$ cat config.mk
export PLATFORM = sky130hd
export DESIGN_NAME = partitioned_multi_queue_flat
export DESIGN_NICKNAME = d
export VERILOG_FILES = /design/src/design/pmq_pkg.sv /design/src/design/pmq_if.sv /design/src/design/pmq_ptr_mem.sv /design/src/design/pmq_slot_mem.sv /design/src/design/partitioned_multi_queue.sv /design/src/flat_wrapper.sv
export SDC_FILE = /design/constraint.sdc
export NUM_CORES = 1
export LEC_CHECK = 0
export BUFFER_PORTS_ARGS = -buffer_cell sky130_fd_sc_hd__clkbuf_2
export CORE_ASPECT_RATIO = 1.1
export CORE_MARGIN = 2
export CORE_UTILIZATION = 54
export CTS_CLUSTER_DIAMETER = 100
export CTS_CLUSTER_SIZE = 30
export DETAILED_ROUTE_END_ITERATION = 8
export PLACE_DENSITY = 0.68
export SYNTH_ARGS = -nofsm -noshare
export SYNTH_HDL_FRONTEND = slang
export SYNTH_SLANG_ARGS = --single-unit
$ cat constraint.sdc
create_clock -name clk_i -period 11.75 [get_ports clk_i]
set_clock_uncertainty 0.2 [all_clocks]
set_input_delay 0.5875 -clock clk_i [delete_from_list [all_inputs] [get_ports clk_i]]
set_output_delay 0.5875 -clock clk_i [all_outputs]
set_load 0.1 [all_outputs]
$ cat src/design/pmq_pkg.sv
package pmq_pkg;

  // Default sizes of the shared slot memory and the queue table
  localparam int TotalSlotsDef = 32;
  localparam int MaxQueuesDef  = 8;

  // Fixed field widths
  localparam int CfgW   = 4;
  localparam int QIdxW  = 3;
  localparam int DataW  = 32;
  localparam int StatW  = 2;
  localparam int FuncW  = 1;

  // Operation codes
  typedef enum logic [FuncW-1:0] {
    FUNC_INSERT = 1'b0,
    FUNC_DELETE = 1'b1
  } pmq_func_e;

  // Result status codes
  typedef enum logic [StatW-1:0] {
    STAT_OK    = 2'd0,
    STAT_FULL  = 2'd1,
    STAT_EMPTY = 2'd2,
    STAT_BADQ  = 2'd3
  } pmq_status_e;

  // Control sequencer states
  typedef enum logic [1:0] {
    ST_IDLE,
    ST_PTR,
    ST_SLOT
  } pmq_state_e;

endpackage

$ cat src/design/pmq_if.sv
// Operation request channel
interface pmq_in_if;
  logic                              valid;
  logic                              ready;
  logic [pmq_pkg::FuncW-1:0]         func;
  logic [pmq_pkg::QIdxW-1:0]         queue_index;
  logic signed [pmq_pkg::DataW-1:0]  write_data;

  modport source (output valid, func, queue_index, write_data, input ready);
  modport sink   (input valid, func, queue_index, write_data, output ready);
endinterface

// Operation result channel
interface pmq_out_if;
  logic                              valid;
  logic                              ready;
  logic [pmq_pkg::StatW-1:0]         status;
  logic signed [pmq_pkg::DataW-1:0]  read_data;

  modport source (output valid, status, read_data, input ready);
  modport sink   (input valid, status, read_data, output ready);
endinterface

// Queue count register write channel
interface pmq_cfg_if;
  logic                       valid;
  logic                       ready;
  logic [pmq_pkg::CfgW-1:0]   queue_count;

  modport source (output valid, queue_count, input ready);
  modport sink   (input valid, queue_count, output ready);
endinterface

$ cat src/design/pmq_ptr_mem.sv
module pmq_ptr_mem #(
  parameter int TOTAL_SLOTS = pmq_pkg::TotalSlotsDef,
  parameter int MAX_QUEUES  = pmq_pkg::MaxQueuesDef,
  localparam int OffW  = $clog2(TOTAL_SLOTS + 1),
  localparam int AddrW = (MAX_QUEUES > 1) ? $clog2(MAX_QUEUES) : 1
) (
  input  logic              clk_i,
  input  logic              rst_ni,
  input  logic              clear_i,
  input  logic              rd_en_i,
  input  logic [AddrW-1:0]  rd_addr_i,
  output logic [2*OffW-1:0] rd_data_o,
  input  logic              wr_en_i,
  input  logic [AddrW-1:0]  wr_addr_i,
  input  logic [2*OffW-1:0] wr_data_i
);

  // Front/rear pointer pair per queue; an entry without its valid bit reads as zero
  logic [2*OffW-1:0]     mem [MAX_QUEUES];
  logic [MAX_QUEUES-1:0] vld_q;
  logic [2*OffW-1:0]     rd_data_q;
  logic                  rd_vld_q;

  // Write the pointer pair
  always_ff @(posedge clk_i) begin
    if (wr_en_i) begin
      mem[wr_addr_i] <= wr_data_i;
    end
  end

  // Track written entries; drop them all on clear
  always_ff @(posedge clk_i or negedge rst_ni) begin
    if (!rst_ni) begin
      vld_q <= '0;
    end else if (clear_i) begin
      vld_q <= '0;
    end else if (wr_en_i) begin
      vld_q[wr_addr_i] <= 1'b1;
    end
  end

  // Registered read; hold data until the next read
  always_ff @(posedge clk_i) begin
    if (rd_en_i) begin
      rd_data_q <= mem[rd_addr_i];
    end
  end

  always_ff @(posedge clk_i or negedge rst_ni) begin
    if (!rst_ni) begin
      rd_vld_q <= 1'b0;
    end else if (rd_en_i) begin
      rd_vld_q <= vld_q[rd_addr_i];
    end
  end

  assign rd_data_o = rd_vld_q ? rd_data_q : '0;

endmodule

$ cat src/design/pmq_slot_mem.sv
module pmq_slot_mem #(
  parameter int TOTAL_SLOTS = pmq_pkg::TotalSlotsDef,
  localparam int AddrW = $clog2(TOTAL_SLOTS)
) (
  input  logic                      clk_i,
  input  logic                      wr_en_i,
  input  logic [AddrW-1:0]          wr_addr_i,
  input  logic [pmq_pkg::DataW-1:0] wr_data_i,
  input  logic                      rd_en_i,
  input  logic [AddrW-1:0]          rd_addr_i,
  output logic [pmq_pkg::DataW-1:0] rd_data_o
);

  logic [pmq_pkg::DataW-1:0] mem [TOTAL_SLOTS];
  logic [pmq_pkg::DataW-1:0] rd_data_q;

  // Write port
  always_ff @(posedge clk_i) begin
    if (wr_en_i) begin
      mem[wr_addr_i] <= wr_data_i;
    end
  end

  // Registered read port; hold data between reads
  always_ff @(posedge clk_i) begin
    if (rd_en_i) begin
      rd_data_q <= mem[rd_addr_i];
    end
  end

  assign rd_data_o = rd_data_q;

endmodule

$ cat src/design/partitioned_multi_queue.sv
// Several linear queues share one slot memory of TOTAL_SLOTS words, split into queue_count
// equal partitions of floor(TOTAL_SLOTS / queue_count) slots (leftover slots stay unused).
// Writing queue_count (0 is taken as 1, values above MAX_QUEUES saturate) empties every
// queue; write it only while no operation is in flight. Freed slots are not reused until
// that happens. One operation is in work at a time: an insert, a failed operation or a bad
// queue index is answered from the pointer read alone, while a successful delete goes
// on through the registered read of the pointer memory and then that of the slot memory.
// A result waiting in the output register does not block the next transfer in,
// but a new result waits until the previous one is taken.
module partitioned_multi_queue #(
  parameter int TOTAL_SLOTS = pmq_pkg::TotalSlotsDef,
  parameter int MAX_QUEUES  = pmq_pkg::MaxQueuesDef
) (
  input  logic          clk_i,
  input  logic          rst_ni,
  pmq_cfg_if.sink       cfg_i,
  pmq_in_if.sink        in_i,
  pmq_out_if.source     out_o
);

  localparam int OffW     = $clog2(TOTAL_SLOTS + 1);
  localparam int SlotAW   = $clog2(TOTAL_SLOTS);
  localparam int PtrAW    = (MAX_QUEUES > 1) ? $clog2(MAX_QUEUES) : 1;
  localparam int CntW     = $clog2(MAX_QUEUES + 1);
  localparam int CfgDepth = 2 ** pmq_pkg::CfgW;
  localparam int MulW     = pmq_pkg::QIdxW + OffW;

  // Count and partition size for every raw register value
  logic [CntW-1:0] cnt_tab  [CfgDepth];
  logic [OffW-1:0] size_tab [CfgDepth];

  for (genvar gi = 0; gi < CfgDepth; gi++) begin : g_tab
    localparam int Cnt = (gi < 1) ? 1 : ((gi > MAX_QUEUES) ? MAX_QUEUES : gi);
    localparam int Sz  = TOTAL_SLOTS / Cnt;
    assign cnt_tab[gi]  = CntW'(Cnt);
    assign size_tab[gi] = OffW'(Sz);
  end

  logic [CntW-1:0] queue_count_q;
  logic [OffW-1:0] size_q;
  logic            cfg_wr;

  assign cfg_i.ready = 1'b1;
  assign cfg_wr      = cfg_i.valid;

  // Update queue count and partition size
  always_ff @(posedge clk_i or negedge rst_ni) begin
    if (!rst_ni) begin
      queue_count_q <= CntW'(1);
      size_q        <= OffW'(TOTAL_SLOTS);
    end else if (cfg_wr) begin
      queue_count_q <= cnt_tab[cfg_i.queue_count];
      size_q        <= size_tab[cfg_i.queue_count];
    end
  end

  pmq_pkg::pmq_state_e state_q, state_d;

  // Operation registers captured at the input transfer
  pmq_pkg::pmq_func_e         func_q;
  logic [pmq_pkg::QIdxW-1:0]  qidx_q;
  logic [pmq_pkg::DataW-1:0]  wdata_q;
  logic                       badq_q;
  logic [SlotAW-1:0]          base_q;

  logic                       in_xfer;
  logic                       in_badq;
  logic [MulW-1:0]            base_full;

  assign in_xfer   = in_i.valid && in_i.ready;
  assign in_badq   = int'(in_i.queue_index) >= int'(queue_count_q);
  assign base_full = MulW'(in_i.queue_index) * MulW'(size_q);

  always_ff @(posedge clk_i) begin
    if (in_xfer) begin
      func_q  <= pmq_pkg::pmq_func_e'(in_i.func);
      qidx_q  <= in_i.queue_index;
      wdata_q <= in_i.write_data;
      badq_q  <= in_badq;
      base_q  <= SlotAW'(base_full);
    end
  end

  // Pointer memory
  logic              ptr_rd_en;
  logic              ptr_wr_en;
  logic [2*OffW-1:0] ptr_rd_data;
  logic [2*OffW-1:0] ptr_wr_data;
  logic [OffW-1:0]   front;
  logic [OffW-1:0]   rear;

  pmq_ptr_mem #(
    .TOTAL_SLOTS (TOTAL_SLOTS),
    .MAX_QUEUES  (MAX_QUEUES)
  ) u_ptr_mem (
    .clk_i     (clk_i),
    .rst_ni    (rst_ni),
    .clear_i   (cfg_wr),
    .rd_en_i   (ptr_rd_en),
    .rd_addr_i (PtrAW'(in_i.queue_index)),
    .rd_data_o (ptr_rd_data),
    .wr_en_i   (ptr_wr_en),
    .wr_addr_i (PtrAW'(qidx_q)),
    .wr_data_i (ptr_wr_data)
  );

  assign front = ptr_rd_data[2*OffW-1:OffW];
  assign rear  = ptr_rd_data[OffW-1:0];

  // Slot memory
  logic                      slot_wr_en;
  logic                      slot_rd_en;
  logic [SlotAW-1:0]         slot_wr_addr;
  logic [SlotAW-1:0]         slot_rd_addr;
  logic [pmq_pkg::DataW-1:0] slot_rd_data;

  assign slot_wr_addr = SlotAW'(base_q + SlotAW'(rear));
  assign slot_rd_addr = SlotAW'(base_q + SlotAW'(front));

  pmq_slot_mem #(
    .TOTAL_SLOTS (TOTAL_SLOTS)
  ) u_slot_mem (
    .clk_i     (clk_i),
    .wr_en_i   (slot_wr_en),
    .wr_addr_i (slot_wr_addr),
    .wr_data_i (wdata_q),
    .rd_en_i   (slot_rd_en),
    .rd_addr_i (slot_rd_addr),
    .rd_data_o (slot_rd_data)
  );

  // Output register
  logic                        out_valid_q;
  logic [pmq_pkg::StatW-1:0]   out_status_q;
  logic [pmq_pkg::DataW-1:0]   out_data_q;
  logic                        out_free;
  logic                        out_load;
  pmq_pkg::pmq_status_e        out_status_d;
  logic [pmq_pkg::DataW-1:0]   out_data_d;

  assign out_free = !out_valid_q || out_o.ready;

  // Sequence one operation: pointer read, check and write back, slot read
  always_comb begin
    state_d      = state_q;
    in_i.ready   = 1'b0;
    ptr_rd_en    = 1'b0;
    ptr_wr_en    = 1'b0;
    ptr_wr_data  = ptr_rd_data;
    slot_wr_en   = 1'b0;
    slot_rd_en   = 1'b0;
    out_load     = 1'b0;
    out_status_d = pmq_pkg::STAT_OK;
    out_data_d   = '0;
    case (state_q)
      pmq_pkg::ST_IDLE: begin
        in_i.ready = 1'b1;
        if (in_i.valid) begin
          ptr_rd_en = !in_badq;
          state_d   = pmq_pkg::ST_PTR;
        end
      end
      pmq_pkg::ST_PTR: begin
        if (badq_q) begin
          if (out_free) begin
            out_load     = 1'b1;
            out_status_d = pmq_pkg::STAT_BADQ;
            state_d      = pmq_pkg::ST_IDLE;
          end
        end else if (func_q == pmq_pkg::FUNC_INSERT) begin
          if (out_free) begin
            out_load = 1'b1;
            state_d  = pmq_pkg::ST_IDLE;
            if (rear >= size_q) begin
              out_status_d = pmq_pkg::STAT_FULL;
            end else begin
              slot_wr_en  = 1'b1;
              ptr_wr_en   = 1'b1;
              ptr_wr_data = {front, OffW'(rear + OffW'(1))};
            end
          end
        end else if (front == rear) begin
          if (out_free) begin
            out_load     = 1'b1;
            out_status_d = pmq_pkg::STAT_EMPTY;
            state_d      = pmq_pkg::ST_IDLE;
          end
        end else begin
          slot_rd_en  = 1'b1;
          ptr_wr_en   = 1'b1;
          ptr_wr_data = {OffW'(front + OffW'(1)), rear};
          state_d     = pmq_pkg::ST_SLOT;
        end
      end
      pmq_pkg::ST_SLOT: begin
        if (out_free) begin
          out_load   = 1'b1;
          out_data_d = slot_rd_data;
          state_d    = pmq_pkg::ST_IDLE;
        end
      end
      default: begin
        state_d = pmq_pkg::ST_IDLE;
      end
    endcase
  end

  always_ff @(posedge clk_i or negedge rst_ni) begin
    if (!rst_ni) begin
      state_q <= pmq_pkg::ST_IDLE;
    end else begin
      state_q <= state_d;
    end
  end

  // Load a new result or drop the one taken
  always_ff @(posedge clk_i or negedge rst_ni) begin
    if (!rst_ni) begin
      out_valid_q <= 1'b0;
    end else if (out_load) begin
      out_valid_q <= 1'b1;
    end else if (out_o.ready) begin
      out_valid_q <= 1'b0;
    end
  end

  always_ff @(posedge clk_i) begin
    if (out_load) begin
      out_status_q <= out_status_d;
      out_data_q   <= out_data_d;
    end
  end

  assign out_o.valid     = out_valid_q;
  assign out_o.status    = out_status_q;
  assign out_o.read_data = out_data_q;

endmodule
$ cat src/flat_wrapper.sv
// flat-port wrapper written by rule: the top's interface ports become plain ports
module partitioned_multi_queue_flat 
#(
  parameter int TOTAL_SLOTS = pmq_pkg::TotalSlotsDef,
  parameter int MAX_QUEUES  = pmq_pkg::MaxQueuesDef
)
  (clk_i, rst_ni, cfg_i_valid, cfg_i_queue_count, cfg_i_ready, in_i_valid, in_i_func, in_i_queue_index, in_i_write_data, in_i_ready, out_o_valid, out_o_status, out_o_read_data, out_o_ready);
  pmq_cfg_if cfg_i_i ();
  pmq_in_if in_i_i ();
  pmq_out_if out_o_i ();
  input  logic clk_i;
  input  logic rst_ni;
  input wire logic [$bits(cfg_i_i.valid)-1:0] cfg_i_valid;
  input wire logic [$bits(cfg_i_i.queue_count)-1:0] cfg_i_queue_count;
  output wire logic [$bits(cfg_i_i.ready)-1:0] cfg_i_ready;
  input wire logic [$bits(in_i_i.valid)-1:0] in_i_valid;
  input wire logic [$bits(in_i_i.func)-1:0] in_i_func;
  input wire logic [$bits(in_i_i.queue_index)-1:0] in_i_queue_index;
  input wire logic [$bits(in_i_i.write_data)-1:0] in_i_write_data;
  output wire logic [$bits(in_i_i.ready)-1:0] in_i_ready;
  output wire logic [$bits(out_o_i.valid)-1:0] out_o_valid;
  output wire logic [$bits(out_o_i.status)-1:0] out_o_status;
  output wire logic [$bits(out_o_i.read_data)-1:0] out_o_read_data;
  input wire logic [$bits(out_o_i.ready)-1:0] out_o_ready;
  assign cfg_i_i.valid = cfg_i_valid;
  assign cfg_i_i.queue_count = cfg_i_queue_count;
  assign cfg_i_ready = cfg_i_i.ready;
  assign in_i_i.valid = in_i_valid;
  assign in_i_i.func = in_i_func;
  assign in_i_i.queue_index = in_i_queue_index;
  assign in_i_i.write_data = in_i_write_data;
  assign in_i_ready = in_i_i.ready;
  assign out_o_valid = out_o_i.valid;
  assign out_o_status = out_o_i.status;
  assign out_o_read_data = out_o_i.read_data;
  assign out_o_i.ready = out_o_ready;
  partitioned_multi_queue #(.TOTAL_SLOTS(TOTAL_SLOTS), .MAX_QUEUES(MAX_QUEUES)) u_core (.clk_i(clk_i), .rst_ni(rst_ni), .cfg_i(cfg_i_i), .in_i(in_i_i), .out_o(out_o_i));
endmodule
# --- Word level (Yosys, flattened, before mapping) ---
# Memories as Yosys holds them, arrays and structs flattened. A register that Yosys moved wholly into a read port is not among the register bits.
# Cells that the tools add are included.
op_classes:
  add_sub_neg: 4
  mul: 1
  order_cmp: 5
  eq_ne: 4
  mux: 52
  bitwise: 2
  n_reduce_logical: 11
op_table:
  columns: ["operator", "count"]
  rows:
  - ["12-bit 2-to-1 mux", 5]
  - ["1-bit 2-to-1 mux", 28]
  - ["2-bit 2-to-1 mux", 11]
  - ["8-bit 2-to-1 mux", 2]
  - ["6-bit by 1-bit adder with 6-bit output (second input constant)", 2]
  - ["6-bit 2-to-1 mux", 2]
  - ["5-bit adder", 2]
  - ["3-bit by 4-bit less-than comparator with 1-bit output (second input constant)", 2]
  - ["8-bit OR", 1]
  - ["6-bit equality test", 1]
  - ["6-bit >= comparator", 1]
  - ["3-bit by 6-bit multiplier with 5-bit output", 1]
  - ["2-bit one-hot mux with 3 select lines", 1]
  - ["4-bit NOT with 5-bit output", 1]
  - ["3-bit by 4-bit >= comparator with 1-bit output", 1]
  - ["1-bit zero test", 4]
  - ["2-bit nonzero test", 2]
  - ["1-bit binary-select mux with 3-bit select", 1]
  - ["1-bit demux with 3-bit select", 1]
  - ["3-bit by 1-bit >= comparator with 1-bit output (second input constant)", 1]
  - ["2-bit by 1-bit equality test with 1-bit output (second input constant)", 1]
  - ["2-bit equality test (second input constant)", 1]
  - ["1-bit logical AND", 2]
  - ["2-bit zero test", 1]
  - ["4 further kinds", 4]
totals:
  reg_bits: 88
  ramBits: 1120
  romBits: 160
  input_bits: 45
  out_inout_bits: 37
  wordCells: 94
  mem_count: 4
memory_table:
  columns: ["name", "depth", "width", "rd", "rd_clocked_by_memory_dff", "wr", "line_no", "text"]
  rows:
  - ["u_core.u_slot_mem.mem", 32, 32, 1, 1, 1, "pmq_slot_mem.sv:14", "logic [pmq_pkg::DataW-1:0] mem [TOTAL_SLOTS];"]
  - ["(no name shown)", 16, 6, 1, 1, 0, "partitioned_multi_queue.sv:53", "size_q <= size_tab[cfg_i.queue_count];"]
  - ["u_core.u_ptr_mem.mem", 8, 12, 1, 1, 1, "pmq_ptr_mem.sv:19", "logic [2*OffW-1:0] mem [MAX_QUEUES];"]
  - ["(no name shown)", 16, 4, 1, 1, 0, "partitioned_multi_queue.sv:52", "queue_count_q <= cnt_tab[cfg_i.queue_count];"]

# --- Longest topological paths before layout ---
# Gate-level depths: netlist (run 1).
logic_depth:
  word_depth: 9
  ltp_mapped: 13

# --- By module ---
# Synthesis (run 1) repeated with hierarchy kept, for this count alone.
hier_totals:
  hier_cells: 2791
  hier_area_um2: 49635.1
modules_own_cells:
  columns: ["module", "instances", "cells_per_inst", "area_per_inst_um2", "seq_area_each_um2"]
  rows:
  - ["pmq_slot_mem", 1, 2260, 40805.4, 31710.4]
  - ["pmq_ptr_mem", 1, 203, 4575.6, 3468.3]
  - ["partitioned_multi_queue", 1, 328, 4254.1, 2610.0]

# --- Worst setup path before layout (run 1) ---
# No wires, ideal clock.
synth_path:
  path_type: "reg-to-reg"
  start: "register u_core.u_ptr_mem.rd_vld_q"
  end: "memory u_core.u_slot_mem.mem[24][0] (netlist bit) (enable)"
  arrival_ps: 4782
  t_required_ps: 11089
  path_slack_ps: 6307
  path_stages_with_launch: 14
  cell_sequence: "dfrtp_1 -> buf_2 -> clkbuf_1 -> nand2_1 -> inv_1 -> ha_1 -> ha_1 -> a221oi_2 -> nor3_2 -> o211a_1 -> nor4_4 -> xor2_2 -> buf_4 -> nor3_1"
synth_between:
  elab_chain_len: 9
  elab_cells_between_ends: 10
  classes_between: "add/sub (1); order compare (1); mux (8)"
synth_lines:
  columns: ["item", "line_no", "text"]
  rows:
  - ["from (decl)", "pmq_ptr_mem.sv:22", "logic rd_vld_q;"]
  - ["from (signal assigned)", "pmq_ptr_mem.sv:53", "rd_vld_q <= vld_q[rd_addr_i];"]
  - ["12-bit 2-to-1 mux (*)", "pmq_ptr_mem.sv:57", "assign rd_data_o = rd_vld_q ? rd_data_q : '0;"]
  - ["6-bit >= comparator", "partitioned_multi_queue.sv:174", "if (rear >= size_q) begin"]
  - ["1-bit 2-to-1 mux", "partitioned_multi_queue.sv:174", null]
  - ["1-bit 2-to-1 mux", "partitioned_multi_queue.sv:171", "if (out_free) begin"]
  - ["1-bit 2-to-1 mux", "partitioned_multi_queue.sv:170", "end else if (func_q == pmq_pkg::FUNC_INSERT) begin"]
  - ["1-bit 2-to-1 mux", "partitioned_multi_queue.sv:164", "if (badq_q) begin"]
  - ["1-bit 2-to-1 mux", "partitioned_multi_queue.sv:155", "case (state_q)"]
  - ["1-bit 2-to-1 mux", "pmq_slot_mem.sv:19", "if (wr_en_i) begin"]
  - ["1-bit 2-to-1 mux (implied by the code)", "pmq_slot_mem.sv:20", "mem[wr_addr_i] <= wr_data_i;"]
  - ["to (decl)", "pmq_slot_mem.sv:14", null]
# Every way passes the cells marked *; elsewhere a longest branch is shown, timed or not.

# --- Worst setup path in the final report (run 1) ---
layout_path:
  start: "register u_core.u_ptr_mem.rd_vld_q"
  end: "memory u_core.u_slot_mem.mem[23][23] (netlist bit) (enable)"
# The elaborated chain is that of the path after synthesis.

==> results of run 1 <==
power by group:
group / internal, mW / switching [mW]
clock: 0.772 / 1.27
combinational: 0.626 / 1.10
sequential: 5.22 / 0.178
kinds of logic after synthesis:
logic type,after synthesis
other,1
multiplexers,428
AO/OA/AOI/OAI,116
XOR/XNOR,35
AND/OR/NAND/NOR,172
adder cells (fa/ha/maj),26
buffers and inverters,145
flip-flops,1262
worst max-delay path by stage:
stage,startpoint,endpoint,slack (ns),depth (start not counted)
final,u_core.u_ptr_mem.rd_vld_q,u_core.u_slot_mem.mem[23][23],6.21,8
after CTS,u_core.u_ptr_mem.rd_vld_q,u_core.u_slot_mem.mem[23][14],6.31,8
after floorplan,u_core.u_ptr_mem.rd_vld_q,u_core.u_slot_mem.mem[24][0],6.31,13
after global routing,u_core.u_ptr_mem.rd_vld_q,u_core.u_slot_mem.mem[23][13],5.96,8
after global placement,out_o_ready,u_core.u_slot_mem.mem[23][15],6.22,8
after detailed placement,out_o_ready,u_core.u_slot_mem.mem[23][11],6.14,8
sequential cells by signal (all words and copies together), names as in the netlist, 2 cells and up:
signal	count
u_core.u_slot_mem.mem	1024
u_core.u_ptr_mem.mem	96
u_core.out_o.read_data	32
u_core.u_slot_mem.rd_data_o	32
u_core.wdata_q	32
u_core.u_ptr_mem.rd_data_q	12
u_core.u_ptr_mem.vld_q	8
u_core.size_q	6
u_core.base_q	5
u_core.queue_count_q	4
u_core.qidx_q	3
u_core.out_o.status	2
u_core.state_q	2
stage by stage:
stage	utilization, %	instance area [sq um]	hold slack [ns]	power [mW]
5_1_grt	58.9	52700	0.0547	9.45
4_1_cts	58.9	52700	0.0203	9.22
2_1_floorplan	-	48800	0.0919	6.64
3_3_place_gp	57.0	51000	0.263	7.19
3_5_place_dp	57.0	51000	0.265	7.23
6_report	58.9	52700	0.0562	9.17
synth_stat cells (2+ instances only):
cell type / instances / area share [%]
nor2_1: 16 / 0.12
clkbuf_1: 53 / 0.41
xnor2_1: 25 / 0.45
mux2_2: 81 / 1.9
mux2i_1: 65 / 1.3
nor4_1: 2 / 0.026
a21o_2: 2 / 0.036
edfxtp_1: 1240 / 76
nand2b_1: 11 / 0.14
xor2_1: 8 / 0.14
a21oi_1: 13 / 0.13
o211a_1: 2 / 0.041
nand3b_1: 2 / 0.031
nor2b_1: 3 / 0.038
o211ai_1: 2 / 0.031
ha_1: 22 / 0.56
buf_6: 2 / 0.046
dfrtp_1: 20 / 1.0
or4_1: 2 / 0.031
nand4_1: 7 / 0.090
o22ai_1: 37 / 0.47
a221oi_1: 32 / 0.57
a21o_1: 3 / 0.046
nor3b_1: 4 / 0.062
and3_1: 34 / 0.44
o32ai_1: 4 / 0.072
nor3_1: 36 / 0.37
buf_4: 7 / 0.11
mux4_2: 282 / 13
or2_2: 2 / 0.026
and2_1: 17 / 0.22
fa_1: 4 / 0.16
o21ai_0: 9 / 0.092
nand2_1: 27 / 0.21
buf_1: 15 / 0.12
o41ai_1: 4 / 0.072
buf_2: 42 / 0.43
nand3_1: 4 / 0.041
inv_1: 26 / 0.20
dfstp_2: 2 / 0.11
cell type report:
| class | count | area, sq um | area share, % |
|---|---|---|---|
| clock buffer | 58 | 1260 | 2.39 |
| tap | 1170 | 1460 | 2.78 |
| timing repair buffer | 196 | 1390 | 2.64 |
| multi-input combinational | 778 | 10600 | 20.2 |
| clock inverter | 3 | 32.5 | 0.0618 |
| inverter | 26 | 97.6 | 0.185 |
| sequential | 1262 | 37800 | 71.7 |
metal layers:
| metal | up-vias | global-route usage [%] |
|---|---|---|
| li1 | 9332 | - |
| met1 | 12135 | 33.7 |
| met2 | 941 | 39.4 |
| met3 | 141 | 4.25 |
| met4 | 0 | 7.37 |
| met5 | - | 0 |
timing repair:
action,4_1_cts,5_1_grt
endpoints found under the hold margin,55,0
setup buffers,0,0
hold buffers,37,0
critical path: stages (launching register included):
cell and delay [ns]:
dfrtp_1 0.71, and2_1 0.26, ha_1 0.25, a41o_1 0.26
or4_1 0.42, a21oi_1 0.79, nand3_1 0.56, nor3_2 1.19
buf_4 0.52
==> key figures, run 1 <==
Clock tree
  – CTS tree: done
  – Clk sink count: 1,262
  – Clock latency on the worst-skew pair: 0.66 ns
  – H-tree depth: 2
  – TritonCTS buffer count: 48
  – Clock root cell: clkbuf_16
  – CTS resizes: 0
  – Clock Tree Buf Depth: 3
  – Reg clk slew, reported paths: approximately 0.11 ns

Routing
  – Top Layer Used: met4
  – # DRC: 0
  – Routed vias: 22,549
  – WL final: about 110 mm
  – Via density: between 6 and 7
  – Antenna-violating nets left: 0
  – Initial drt markers: 2,426
  – WL/cell: 31.7 um
  – Met3 wire length: a little under 9 mm
  – Wl on met1: between 40 and 50 mm
  – Met2 WL post-DR: around 55 mm
  – DR pass1 iterations: 7

Synthesis
  – Synth Area in Adders: 0.728%
  – Top_reg_cell synth: edfxtp_1
  – Netlist cell types: 56
  – Synth Area in Compound Gates: 1.72%
  – XOR/XNOR Fraction of Synth Area: 0.659%
  – Syn. warnings: 0
  – #FFs+latches synth: 1,262
  – Avg Inst Size Synth: roughly 22 sq um
  – Mux cell area share after synthesis: 16.2%
  – Syn Inst Count: 2,185
  – Async SR Flop Fraction: 1.74%
  – Simple-gate share of the synthesized area: about 2%
  – Synth Net Count: between 2,000 and 2,500
  – Cell Area, Synth: 0.0488 sq mm
  – Largest family of logic cells by synthesized area: multiplexers
  – EDFF count, synth: 1,240
  – Sequential area share after synthesis: between 70% and 80%

Die
  – Die Wd: 291 um
  – Die Area: 0.0928 sq mm
  – Die height: 319 um
  – Ports: 82
  – Core ar.: 0.0895 sq mm
  – Initial Util: 54.5%
  – Row count: 115

Timing
  – Worst slew pin tran: 1.32 ns
  – Slew HR: a little under an eighth
  – Final Max Slew Viols: 0
  – Max Fclk: around 180 MHz
  – Tmin final: 5.54 ns
  – Final Setup Violations: 0
  – Final Cycle Share: 47.2%
  – Setup total negative slack: 0 ns
  – Final Hold Violating Endpoints: 0
  – Final setup margin: 6.21 ns
  – Unrepaired setup endpoints after global routing: no

Global routing
  – Largest net degree at the start of global routing: 105
  – Initial antenna violation count: 1
  – First-pass GRT wire length: 160 mm
  – Number of global-route vias before repair: 23,181
  – GR Overflow Total: 0
  – Tot GR Track Use: 24.1%

Run
  – Max cap viols: 0

Critical path
  – Reg2reg end: u_core.u_slot_mem.mem[23][23]
  – Setup crit end kind: flip-flop
  – CP startpoint kind: flip-flop
  – Crit path DAT: 5.66 ns
  – Reg-to-reg startpoint: u_core.u_ptr_mem.rd_vld_q
  – Crit path required time: around 12 ns
  – Reg-to-reg setup timing slack: slightly above 6 ns
  – Worst-path fanout max: 22
  – Worst setup path category: flip-flop to flip-flop
  – Reg2Reg Depth: 8

Final layout
  – Fill cell count: 6,263
  – Final non-filler cell total: approximately 3,500
  – Commonest cells after routing, fill and taps aside: 1,240 x edfxtp_1, 282 x mux4_2, 81 x mux2_2
  – Final net count: ~2,400
  – N_diodes: 0
  – Area delta synth->final: 7.91%
  – Commonest non-fill, non-tap cell in the layout: edfxtp_1
  – Layout cell share with drive strength beyond 1: 27.3%

Worst hold path
  – Min-Delay Endpoint: u_core.state_q[0]
  – Hold Crit Start: in_i_valid
  – Hold path cells: 4
  – Hold/Removal Path Class: input port to flip-flop

Power and ir drop
  – Static leakage: approximately 17 nW
  – Maximum vdd drop: 122 uV
  – PwrDens: approximately 170 mW/mm^2

Place
  – # placed instances: 3,395
  – Routability Congestion: about 0.82
  – DP Worst Slack: 6.14 ns
  – Post-detail-place hpwl: 62.9 mm
  – IO Port Bufs: 80

Run status
  – Outcome: completed
(Power assumes the default switching activity.)
==> run 2, diff against run 1 <==
- PLACE_DENSITY: 0.68 -> 0.71
- clock period: 11.75 -> 4.7 ns (I/O delays scaled with it)
==> run 2 against run 1 <==
  * Register-to-register slack worse by 5.9 ns
  * Combinational power is 140% higher
  * Non-clock buffer count increased by 39
  * Final area increased by 1.2%
  * Total power grew 150%
  * Clock power rose by 150%
  * First-iteration DRC count rose by 6.6%
  * Setup slack worse by 5.9 ns
  * Sequential power rose to 2.5 times the previous value
==> key figures, run 2 (synthesis results as in run 1) <==
Die
  – Ports: 82 (unchanged)
  – Die height: 319 um (unchanged)
  – Core ar.: 0.0895 sq mm (unchanged)
  – Die Wd: 291 um (unchanged)
  – Initial Util: 54.5% (unchanged)
  – Die Area: 0.0928 sq mm (unchanged)
  – Row count: 115 (unchanged)

Place
  – Post-detail-place hpwl: 63.7 mm (+1.3%)
  – Routability Congestion: 0.778 (-5.0%)
  – Post-Place Cell Area: 0.0515 sq mm (+0.92%)
  – IO Port Bufs: 80 (unchanged)

Routing
  – Routed vias: 22,634 (+0.38%)
  – WL final: 108 mm (-2.3%)
  – # DRC: 0 (unchanged)
  – Antenna-violating nets left: 0 (unchanged)
  – WL/cell: 30.6 um (-3.4%)
  – Via density: 6.40 (-0.82%)
  – Initial drt markers: 2,587 (+6.6%)
  – DR pass1 iterations: 5 (-2)

Global routing
  – GR Overflow Total: 0 (unchanged)
  – Number of global-route vias before repair: 23,267 (+0.37%)
  – Tot GR Track Use: 23.5% (-0.64 points)
  – Initial antenna violation count: 2 (+1)
  – First-pass GRT wire length: 158 mm (-1.6%)
  – Largest net degree at the start of global routing: 65 (-38%)

Timing
  – Unrepaired setup endpoints after global routing: no
  – Final Hold Violating Endpoints: 0 (unchanged)
  – Tmin final: 4.41 ns (-1.13 ns)
  – Final Cycle Share: 93.9% (+47 points)
  – Max Fclk: 227 MHz (+26%)
  – Final Setup Violations: 0 (unchanged)
  – Worst slew pin tran: 1.15 ns (-0.177 ns)
  – Final Max Slew Viols: 0 (unchanged)
  – Slew HR: 23.3% (+12 points)

Critical path
  – Crit path required time: 4.85 ns (-7.02 ns)
  – Crit path DAT: 4.56 ns (-1.10 ns)
  – Worst-path fanout max: 20 (-9.1%)
  – Setup crit end kind: flip-flop
  – CP startpoint kind: flip-flop
  – Reg-to-reg startpoint: u_core.u_ptr_mem.rd_vld_q
  – Reg2reg end: u_core.u_slot_mem.mem[22][18]
  – Worst setup path category: flip-flop to flip-flop
  – Reg-to-reg setup timing slack: 0.29 ns (-5.92 ns)
  – Reg2Reg Depth: 11 (+3)

Run
  – Max cap viols: 0 (unchanged)

Final layout
  – Final Core Density: 59.6% (+0.69 points)
  – FF+latch area: 0.0378 sq mm (unchanged)
  – Final net count: 2,422 (+1.6%)
  – Area delta synth->final: 9.18%
  – Largest registers: u_core.u_slot_mem.mem (1024), u_core.u_ptr_mem.mem (96)
  – Design area: 0.0533 sq mm (+1.2%)
  – Layout cell share with drive strength beyond 1: 27.9% (+0.58 points)
  – Area of the multi-input gates: 0.0107 sq mm (+0.56%)
  – Max FFs per register: 1,024 (unchanged)
  – Largest Register: u_core.u_slot_mem.mem
  – Commonest cells after routing, fill and taps aside: 1,240 x edfxtp_1, 282 x mux4_2, 86 x buf_4
  – Commonest non-fill, non-tap cell in the layout: edfxtp_1
  – Fill cell count: 6,223 (-0.64%)

Clock tree
  – Clock root cell: clkbuf_16
  – TritonCTS buffer count: 48 (unchanged)
  – Clk sink count: 1,262 (unchanged)
  – CTS tree: done
  – Clock Tree Buf Depth: 3 (unchanged)
  – Reg clk slew, reported paths: 0.11 ns (about the same)
  – Clock latency on the worst-skew pair: 0.65 ns (about the same)
  – H-tree depth: 2 (unchanged)
  – Total setup buffers inserted after CTS: 0 (unchanged)

Power and ir drop
  – Internal power: 16.6 mW (+150%)
  – PwrDens: 428 mW/mm^2 (+150%)
  – P_sw: 6.19 mW (+140%)
  – Static leakage: 16.9 nW (+1.9%)
  – Clock power frac: 22.2% (about the same)
  – Switching Fraction: 27.1% (-0.62 points)
  – Gate power share: 18.3% (-0.5 points)
  – Maximum vdd drop: 452 uV (+270%)
  – Power share of the sequential group: 59.5% (+0.6 points)

Worst hold path
  – Hold/Removal Path Class: input port to flip-flop
  – Hold Crit Start: out_o_ready
  – Min-Delay Endpoint: u_core.out_o.status[1]
  – Hold path cells: 4 (unchanged)

Run status
  – Outcome: completed
-- run 2: cell count changes in the layout (fill, tap and decap cells not counted), sizes merged --
cell         change
clkinvlp         +1
dlygate4sd3     +13
buf             +26
inv              +1
diode            +1
-- run 2: power groups by stage --
stage	logic [mW]	registers (mW)	clock network (mW)
global route	4.40	13.6	5.50
CTS	4.21	13.6	5.18
detailed placement	4.16	13.8	0
floorplan	2.49	14.1	0
global placement	4.10	13.8	0
finish	4.17	13.6	5.07
-- run 2: worst max path at each step --
| stage | start | end | slack, ns | cells past startpoint |
|---|---|---|---|---|
| floorplan | u_core.u_ptr_mem.rd_vld_q | u_core.u_slot_mem.mem[24][0] | -0.74 | 13 |
| global placement | u_core.u_ptr_mem.rd_vld_q | u_core.u_slot_mem.rd_data_o[15] | 0.48 | 8 |
| detailed placement | u_core.u_ptr_mem.rd_vld_q | u_core.u_slot_mem.mem[22][17] | 0.37 | 11 |
| CTS | u_core.u_ptr_mem.rd_vld_q | u_core.u_slot_mem.mem[22][25] | 0.33 | 11 |
| global route | u_core.u_ptr_mem.rd_vld_q | u_core.u_slot_mem.mem[20][12] | 0.06 | 11 |
| finish | u_core.u_ptr_mem.rd_vld_q | u_core.u_slot_mem.mem[22][18] | 0.29 | 11 |
-- run 2: routing by layer --
layer	up-vias	share of wire [%]	GRT usage [%]
li1	9425	-	-
met1	12114	39	31.9
met2	940	50	39.3
met3	151	7.2	3.86
met4	4	3.3	7.66
met5	-	0.019	0
-- run 2: critical path: stages (launching register included) --
cell	delay, ns
dfrtp_1	0.72
nand2_1	0.22
inv_1	0.14
ha_1	0.22
ha_1	0.25
a21oi_1	0.11
nor3_2	0.23
a211oi_1	0.16
nor4_4	0.50
xor2_2	0.86
nor3_2	0.15
buf_4	0.31
-- run 2: per-stage QoR --
| step | hold slack, ns | setup WS, ns | power (mW) | setup TNS, ns | cells |
|---|---|---|---|---|---|
| 2_1_floorplan | -0.261 | -0.743 | 16.6 | -429.89 | 2185 |
| 3_5_place_dp | 0.0563 | 0.366 | 18.0 | 0 | 3421 |
| 5_1_grt | 0.0535 | 0.0566 | 23.6 | 0 | 3534 |
| 3_3_place_gp | 0.0471 | 0.484 | 17.9 | 0 | 3421 |
| 4_1_cts | 0.00983 | 0.334 | 23.0 | 0 | 3534 |
| 6_report | 0.0472 | 0.285 | 22.8 | 0 | 3535 |
-- run 2: what timing repair did --
action / CTS / global route
hold buffers: 50 / 0
resized for setup: 0 / 0
endpoints found under the hold margin: 78 / 0
-- run 2: area by class of cell --
class | instances | area share [%]
flip-flops and latches | 1262 | 70.9
clock buffers | 58 | 2.36
well taps | 1170 | 2.75
multi-input cells | 778 | 20.1
clock inverters | 5 | 0.101
diodes | 1 | 0.00470
repair buffers | 235 | 3.62
inverters | 26 | 0.183
==> run 3, diff against run 2 <==
- RECOVER_POWER: unset -> 50
==> run 3 against run 2 <==
  * The flow now finishes with violations (capacitance limit, slew limit)
  * Fmax grew 0.10%
  * Register-to-register slack is essentially flat
  * Via count shrank 0.52%
  * Utilization shrank 0.10 points
  * Largest power group unchanged
==> key figures, run 3 (synthesis results as in run 1) <==
Run status
  – Outcome: finished with violations
  – Violated checks: capacitance limit, slew limit

Die
  – Die Wd: 291 um (unchanged)
  – Ports: 82 (unchanged)
  – Row count: 115 (unchanged)
  – Die Area: 0.0928 sq mm (unchanged)
  – Initial Util: 54.5% (unchanged)
  – Core ar.: 0.0895 sq mm (unchanged)
  – Die height: 319 um (unchanged)

Clock tree
  – Reg clk slew, reported paths: 0.11 ns (about the same)
  – H-tree depth: 2 (unchanged)
  – CTS tree: done
  – Clock latency on the worst-skew pair: 0.66 ns (about the same)
  – Clk sink count: 1,262 (unchanged)
  – Clock Tree Buf Depth: 3 (unchanged)
  – Clock root cell: clkbuf_16
  – TritonCTS buffer count: 48 (unchanged)

Place
  – Post-Place Cell Area: 0.0515 sq mm (unchanged)
  – Post-detail-place hpwl: 63.7 mm (unchanged)
  – Routability Congestion: 0.778 (unchanged)
  – DP Worst Slack: 0.366 ns (unchanged)
  – IO Port Bufs: 80 (unchanged)

Critical path
  – Worst setup path category: flip-flop to flip-flop
  – Setup crit end kind: flip-flop
  – Worst-path fanout max: 20 (unchanged)
  – Crit path DAT: 4.56 ns (about the same)
  – CP startpoint kind: flip-flop
  – Crit path required time: 4.85 ns (about the same)

Timing
  – Tmin final: 4.41 ns (-0.00460 ns)
  – Max Fclk: 227 MHz (+0.10%)
  – Final setup margin: 0.290 ns (+0.00460 ns)
  – Final Hold Violating Endpoints: 0 (unchanged)
  – Final Max Slew Viols: 175 (+175)
  – Slew HR: -56.0% (-79 points)
  – Final Setup Violations: 0 (unchanged)
  – Final Cycle Share: 93.8% (-0.098 points)
  – Worst slew pin tran: 2.34 ns (+1.19 ns)
  – Unrepaired setup endpoints after global routing: no

Global routing
  – Tot GR Track Use: 23.5% (unchanged)
  – First-pass GRT wire length: 158 mm (unchanged)
  – GRT busiest layer: met2
  – GR Util met3: 3.86% (unchanged)
  – GR Overflow Total: 0 (unchanged)
  – Initial antenna violation count: 2 (unchanged)
  – Global-route met2 utilization: 39.3% (unchanged)
  – Met1 Usage GRT: 31.9% (unchanged)
  – Number of global-route vias before repair: 23,267 (unchanged)
  – Largest net degree at the start of global routing: 65 (unchanged)

Run
  – Max cap viols: 5 (+5)

Final layout
  – Final net count: 2,422 (unchanged)
  – Final Core Density: 59.4% (-0.10 points)
  – Area delta synth->final: 8.99%
  – Fill cell count: 6,242 (+0.31%)
  – Commonest cells after routing, fill and taps aside: 1,240 x edfxtp_1, 282 x mux4_2, 81 x buf_4
  – Largest Register: u_core.u_slot_mem.mem
  – Design area: 0.0532 sq mm (-0.18%)
  – Largest registers: u_core.u_slot_mem.mem (1024), u_core.u_ptr_mem.mem (96)
  – Max FFs per register: 1,024 (unchanged)
  – Layout cell share with drive strength beyond 1: 25.1% (-2.8 points)
  – Commonest non-fill, non-tap cell in the layout: edfxtp_1

Routing
  – Antenna-violating nets left: 0 (unchanged)
  – Via density: 6.37 (-0.52%)
  – WL final: 108 mm (about the same)
  – Initial drt markers: 2,724 (+5.3%)
  – # DRC: 0 (unchanged)
  – DR pass1 iterations: 5 (unchanged)
  – WL/cell: 30.6 um (about the same)
  – Routed vias: 22,517 (-0.52%)

Power and ir drop
  – Maximum vdd drop: 448 uV (-1.1%)
  – PwrDens: 428 mW/mm^2 (about the same)
  – Static leakage: 16.7 nW (-1.1%)

Worst hold path
  – Hold/Removal Path Class: input port to flip-flop
-- run 3: cell count changes in the layout (fill, tap and decap cells not counted), sizes merged --
cell | previous run | this run
buf | 105 | 100
clkbuf | 138 | 143
-- run 3: worst max-delay path, stage by stage (launching register included) --
cell and delay, ns:
dfrtp_1 0.72, nand2_1 0.22, inv_1 0.14, ha_1 0.22, ha_1 0.25, a21oi_1 0.11, nor3_2 0.23, a211oi_1 0.16
nor4_4 0.49, xor2_2 0.86, nor3_2 0.15, buf_4 0.30
-- run 3: worst paths after layout --
kind	slack, ns	depth (start not counted)	from	endpoint
max	0.29	11	u_core.u_ptr_mem.rd_vld_q	u_core.u_slot_mem.mem[22][18]
max reg2reg	0.29	11	u_core.u_ptr_mem.rd_vld_q	u_core.u_slot_mem.mem[22][18]
min in group asynchronous	0.54	3	rst_ni	u_core.queue_count_q[0]
min reg2reg	0.29	2	u_core.queue_count_q[0]	u_core.queue_count_q[0]
max in group asynchronous	2.41	4	rst_ni	u_core.u_ptr_mem.vld_q[7]
min	0.05	4	out_o_ready	u_core.out_o.status[1]
-- run 3: power breakdown --
group          switching [mW]  leakage [nW]  internal, mW
logic                    2.54          4.56          1.60
registers               0.519          11.5          13.1
clock network            3.12         0.638          1.94
-- run 3: layout make-up --
cell class / instances / area [sq um] / area share (%)
Antenna cell: 1 / 2.50 / 0.00470
Clock inverter: 5 / 53.8 / 0.101
Tap cell: 1170 / 1460 / 2.75
Timing Repair Buffer: 235 / 1840 / 3.46
Inverter: 26 / 97.6 / 0.183
Sequential cell: 1262 / 37800 / 71.0
Clock buffer: 58 / 1260 / 2.37
Multi-Input combinational cell: 778 / 10700 / 20.1
-- run 3: layer usage --
| metal | up-vias | routed length [um] |
|---|---|---|
| li1 | 9419 | - |
| met1 | 12027 | 42100 |
| met2 | 914 | 54600 |
| met3 | 153 | 8060 |
| met4 | 4 | 3610 |
| met5 | - | 21 |
-- run 3: per-stage QoR --
stage / power (mW) / hold slack (ns) / instances / TNS (ns)
after floorplan: 16.6 / -0.261 / 2185 / -429.89
after global placement: 17.9 / 0.0471 / 3421 / 0
after detailed placement: 18.0 / 0.0563 / 3421 / 0
after CTS: 23.0 / 0.00983 / 3534 / 0
after global routing: 23.5 / 0.0535 / 3534 / 0
final: 22.8 / 0.0516 / 3535 / 0
-- run 3: what timing repair did --
item / CTS / global route
resized for setup: 0 / 0
endpoints found under the hold margin: 78 / 0
hold buffers: 50 / 0
setup buffers: 0 / 0
